===== src/hdl/lzss_decompressor_defines.svh =====
// ----------------------------------------------------------------------------
// LZSS decompressor assertion macros
// Shared concurrent assertion forms, clocked on clock and disabled in reset.
// ----------------------------------------------------------------------------
`ifndef LZSS_DECOMPRESSOR_DEFINES_SVH
`define LZSS_DECOMPRESSOR_DEFINES_SVH

// expression holds at every clock edge out of reset
`define LZD_ASSERT_ALWAYS(lbl, expr, msg) \
   lbl: assert property (@(posedge clock) disable iff (reset) (expr)) \
      else $error(msg);

// consequent holds in the cycle after the antecedent
`define LZD_ASSERT_NEXT(lbl, ante, cons, msg) \
   lbl: assert property (@(posedge clock) disable iff (reset) (ante) |=> (cons)) \
      else $error(msg);

`endif


===== src/hdl/lzd_pkg.sv =====
// ----------------------------------------------------------------------------
// LZSS decompressor package
// Window geometry, register map and the controller/datapath interface types.
// ----------------------------------------------------------------------------
package lzd_pkg;

   localparam int WIN_BYTES = 4096;
   localparam int WIN_AW    = $clog2(WIN_BYTES);
   localparam int FILL_W    = WIN_AW + 1;
   localparam int REM_W     = 5;

   localparam logic [WIN_AW-1:0] START_POS = WIN_AW'(12'hFEE);
   localparam logic [REM_W-1:0]  MIN_MATCH = REM_W'(3);

   // configuration register map
   localparam int  CSR_AW         = 3;
   localparam logic REG_OUT_LENGTH = 1'b0;
   localparam logic [31:0] OUT_LENGTH_RESET = 32'd1;

   typedef struct packed {
      logic load_flags;
      logic take_offset;
      logic start_match;
      logic emit_literal;
      logic emit_match;
      logic read_next;
   } cmd_type;

   typedef struct packed {
      logic ctl_bit;
      logic bits_left_zero;
      logic more_bytes;
      logic out_done;
   } status_type;

endpackage


===== src/hdl/lzd_ctrl.sv =====
// ----------------------------------------------------------------------------
// LZSS decompressor controller
// Sequences flag, literal and match bytes and the output handshake.
// ----------------------------------------------------------------------------
module lzd_ctrl (
   input  logic                clock,
   input  logic                reset,
   input  logic                req_valid,
   output logic                req_ready,
   output logic                rsp_valid,
   input  logic                rsp_ready,
   input  lzd_pkg::status_type sts,
   output lzd_pkg::cmd_type    cmd
);

   import lzd_pkg::*;

   `include "lzss_decompressor_defines.svh"

   localparam logic [2:0] ST_FLAG = 3'd0;
   localparam logic [2:0] ST_DATA = 3'd1;
   localparam logic [2:0] ST_HIGH = 3'd2;
   localparam logic [2:0] ST_READ = 3'd3;
   localparam logic [2:0] ST_OUT  = 3'd4;
   localparam logic [2:0] ST_STOP = 3'd5;

   logic [2:0] state_ff;
   logic [2:0] state_in;
   logic       req_acc;

   assign req_ready = state_ff inside {ST_FLAG, ST_DATA, ST_HIGH, ST_STOP};
   assign rsp_valid = (state_ff == ST_OUT);
   assign req_acc   = req_valid && req_ready;

   always_comb begin
      cmd      = '0;
      state_in = state_ff;
      case (state_ff)
         ST_FLAG: begin
            if (req_acc) begin
               cmd.load_flags = 1'b1;
               state_in       = ST_DATA;
            end
         end
         ST_DATA: begin
            if (req_acc) begin
               if (sts.ctl_bit) begin
                  cmd.emit_literal = 1'b1;
                  state_in         = ST_OUT;
               end else begin
                  cmd.take_offset = 1'b1;
                  state_in        = ST_HIGH;
               end
            end
         end
         ST_HIGH: begin
            if (req_acc) begin
               cmd.start_match = 1'b1;
               state_in        = ST_READ;
            end
         end
         ST_READ: begin
            cmd.emit_match = 1'b1;
            state_in       = ST_OUT;
         end
         ST_OUT: begin
            if (rsp_ready) begin
               if (sts.out_done) begin
                  state_in = ST_STOP;
               end else if (sts.more_bytes) begin
                  cmd.read_next = 1'b1;
                  state_in      = ST_READ;
               end else if (sts.bits_left_zero) begin
                  state_in = ST_FLAG;
               end else begin
                  state_in = ST_DATA;
               end
            end
         end
         ST_STOP: begin
            // drop every later item
            state_in = ST_STOP;
         end
         default: begin
            state_in = ST_FLAG;
         end
      endcase
   end

   always_ff @(posedge clock) begin
      if (reset) begin
         state_ff <= ST_FLAG;
      end else begin
         state_ff <= state_in;
      end
   end

   `LZD_ASSERT_NEXT(a_stop_sticky, state_ff == ST_STOP, state_ff == ST_STOP,
      "output restarted after the length was reached")
   `LZD_ASSERT_NEXT(a_read_then_out, state_ff == ST_READ, state_ff == ST_OUT,
      "match byte not presented after its window read")

endmodule


===== config.mk =====
export PLATFORM = sky130hd
export DESIGN_NAME = lzd_ctrl
export DESIGN_NICKNAME = d
export VERILOG_FILES = /design/src/hdl/lzd_pkg.sv /design/src/hdl/lzd_ctrl.sv
export VERILOG_INCLUDE_DIRS = /design/src /design/src/hdl
export SDC_FILE = /design/constraint.sdc
export NUM_CORES = 1
export LEC_CHECK = 0
export ABC_AREA = 1
export BUFFER_PORTS_ARGS = -buffer_cell sky130_fd_sc_hd__buf_2
export CAP_MARGIN = 40
export CORE_AREA = 5 5 42 44
export DETAILED_ROUTE_END_ITERATION = 8
export DIE_AREA = 0 0 47 49
export PLACE_DENSITY_LB_ADDON = 0.3
export SYNTH_ARGS = -nofsm -noshare
export SYNTH_HDL_FRONTEND = slang
export SYNTH_SLANG_ARGS = --single-unit

===== constraint.sdc =====
create_clock -name clock -period 1.92 [get_ports clock]
set_clock_uncertainty 0.15 [all_clocks]
set_input_delay 0.096 -clock clock [delete_from_list [all_inputs] [get_ports clock]]
set_output_delay 0.096 -clock clock [all_outputs]
set_load 0.01 [all_outputs]

==> qor.yml <==
status: "finished, final reports clean"
layout.nets: 84
finalCritPeriodShare: 0.849
ctsLongestPathBuffers: 2
crit_type: "reg -> out"
clock_power_share: 0.417
netlist.area_leader.share: 0.175
yosys-top-cells-count: "nand2_1, inv_1, nor2_1"
ff2ff_path_depth: 6
crit_fanout: 9
synth_area_leaders: "dfxtp_1, nand2_1, inv_1"
cp_slowest_cell: "dfxtp_1"
pin_count: 16
power_density_nw_per_um2: 643
hp-class: "in -> reg"
reg_top3: "state_ff x3"
whs_ns: 0.0551
fin_util: 0.322
pwr-share-seq: 0.283
final-hold-violation-count: 0
slew_headroom: 0.717
detail_route.wl_per_cell_um: 9.47
routabilityCongestion: 0.725
ys_async_sr_fraction: 0
cpPeakStageDelay_ns: 0.55
route.detailed.drc: 0
regMostFlops: "state_ff"
clk_pin_slew_ns: 0.04
yosys.area.top_type: "dfxtp_1"
fin_cells: 91
dp.cells: 86
setup_tns_ns: 0
cts_resized: 0
period_needed_ns: 1.63
clock-root-buffer: "clkbuf_4"
swShare: 0.370
syn_nets: 65
drtPass1Iterations: 4
cap_violations: 0
insertion_delay_ns: 0.25
cts_made_buffers: 3
ant_nets: 0
p_leak_nw: 0.252
diodes: 0
holdPathStages: 4
synth_flop_cell: "dfxtp_1"
fmax_mhz: 614
vias_per_cell: 4.49
gr-total-overflow: 0
post_synth_instance_area_um2: 343
maxSlewViolCount: 0
intPower_mw: 0.183
grt_start_max_net_pins: 10
cp-start-kind: "flop"
rsz0062_at_grt: "false"
largest_register_ffs: 3
grt_pass1_wl_mm: 1.32
drtIter0Drc: 14
tightest_slew_ns: 0.423
finalSetupViolations: 0
peakVddDrop_v: 0.000219
endpoint_kind: "primary output"
dieArea_um2: 2300
cts_tree: "done"
vias: 409
ys_seq_area_frac: 0.175
netlist_instances: 57
grt_pass1_vias: 330
cts-htree-levels: 1
clkSinkCount: 3
crit_required_ns: 1.67
ys.warnings.count: 0
grt_usage: 0.0858
synthToLayoutAreaGrowth_pct: 31.8
ys_seq_elements: 3
cp.arrival_ns: 1.38
n_fill_cell: 164
grt_antenna_before_repair: 0
finalWirelength_um: 862
synth_edf_count: 0
comb_power_share: 0.300
p_switching_mw: 0.107
ys_types: 18
die_y_um: 49
synth_most_common_cell: "nand2_1"
syn_avg_cell_area_um2: 6.01
crit_chain: "inv_1, o21ai_2, nand2_2, nor2_1, buf_2"
drive_gt1_frac: 0.373
core.rowCount: 14
placeableCoreArea_um2: 1400
initial_core_util: 0.245
hpwl_um: 687
fp.dieW_um: 47
io_buffer_count: 15
## cell usage in the layout, fill, tap and decap left out
master and count:
nor2_1 8, clkbuf_4 3, buf_2 15, nor3_1 1
o21ai_2 1, nand3b_1 1, a21oi_1 2, dlygate4sd3_1 1
nor2_2 1, nor2_4 2, nand2_2 2, o21bai_1 1
nand3_1 5, dfxtp_1 3, clkbuf_1 1, nand3_2 2
inv_4 1, nand4_1 2, inv_2 1, inv_1 9
nand2_1 13
## worst max-delay path, delay by kind of cell (launching register included)
kind,cells,cell delay [ns]
simple gates,2,0.15
compound gates,1,0.16
buf+inv,2,0.28
flops,1,0.55
## power by group through the flow
stage	clock network, mW	logic (mW)	registers, mW
floorplan	0	0.0777	0.0720
global placement	0	0.0866	0.0832
detailed placement	0	0.0863	0.0835
CTS	0.124	0.0884	0.0823
global route	0.136	0.0988	0.0840
finish	0.121	0.0870	0.0823
## layer usage
| metal | track usage | up-vias | part of all wire | wire length, um |
|---|---|---|---|---|
| met5 | 0 | - | 0 | 0 |
| met4 | 0.111 | 0 | 0.041 | 35 |
| met3 | 0.0221 | 4 | 0.057 | 49 |
| met2 | 0.120 | 15 | 0.50 | 435 |
| met1 | 0.0853 | 176 | 0.40 | 341 |
| li1 | - | 214 | - | - |
## final timing paths
kind                            slack (ns)         from           to
worst max-delay path                  0.29  state_ff[0]       cmd[4]
worst min-delay path                  0.06    rsp_ready  state_ff[2]
worst max register to register        0.62  state_ff[1]  state_ff[2]
worst min register to register        0.51  state_ff[2]  state_ff[2]
## repair_timing
item | in CTS | in global routing
setup buffers | 0 | 0
hold buffers | 1 | 0
hold endpoints to repair | 3 | 0
## logic make-up (layout without fill, tap and decap cells)
| kind of cell | after synthesis | after routing | synth area share |
|---|---|---|---|
| buffers and inverters | 13 | 31 | 0.193 |
| AO/OA/AOI/OAI | 4 | 4 | 0.0767 |
| AND/OR/NAND/NOR | 37 | 37 | 0.555 |
| flip-flops | 3 | 3 | 0.175 |
## per-stage QoR
step           power, mW  instance area [um2]  setup slack [ns]
6_report           0.290                  452             0.291
4_1_cts            0.294                  452             0.273
3_3_place_gp       0.170                  415             0.581
3_5_place_dp       0.170                  415             0.548
5_1_grt            0.318                  452             0.144
2_1_floorplan      0.150                  343             0.696
## area by class of cell
class                      instances  area [um2]  area share
sequential                         3        60.1       0.133
multi-input combinational         41         216       0.479
clock buffer                       4        26.3      0.0582
timing repair buffer              16        85.1       0.188
inverter                          11        43.8      0.0970
tap                               16        20.0      0.0443
Power figures use the tool's default switching activity.
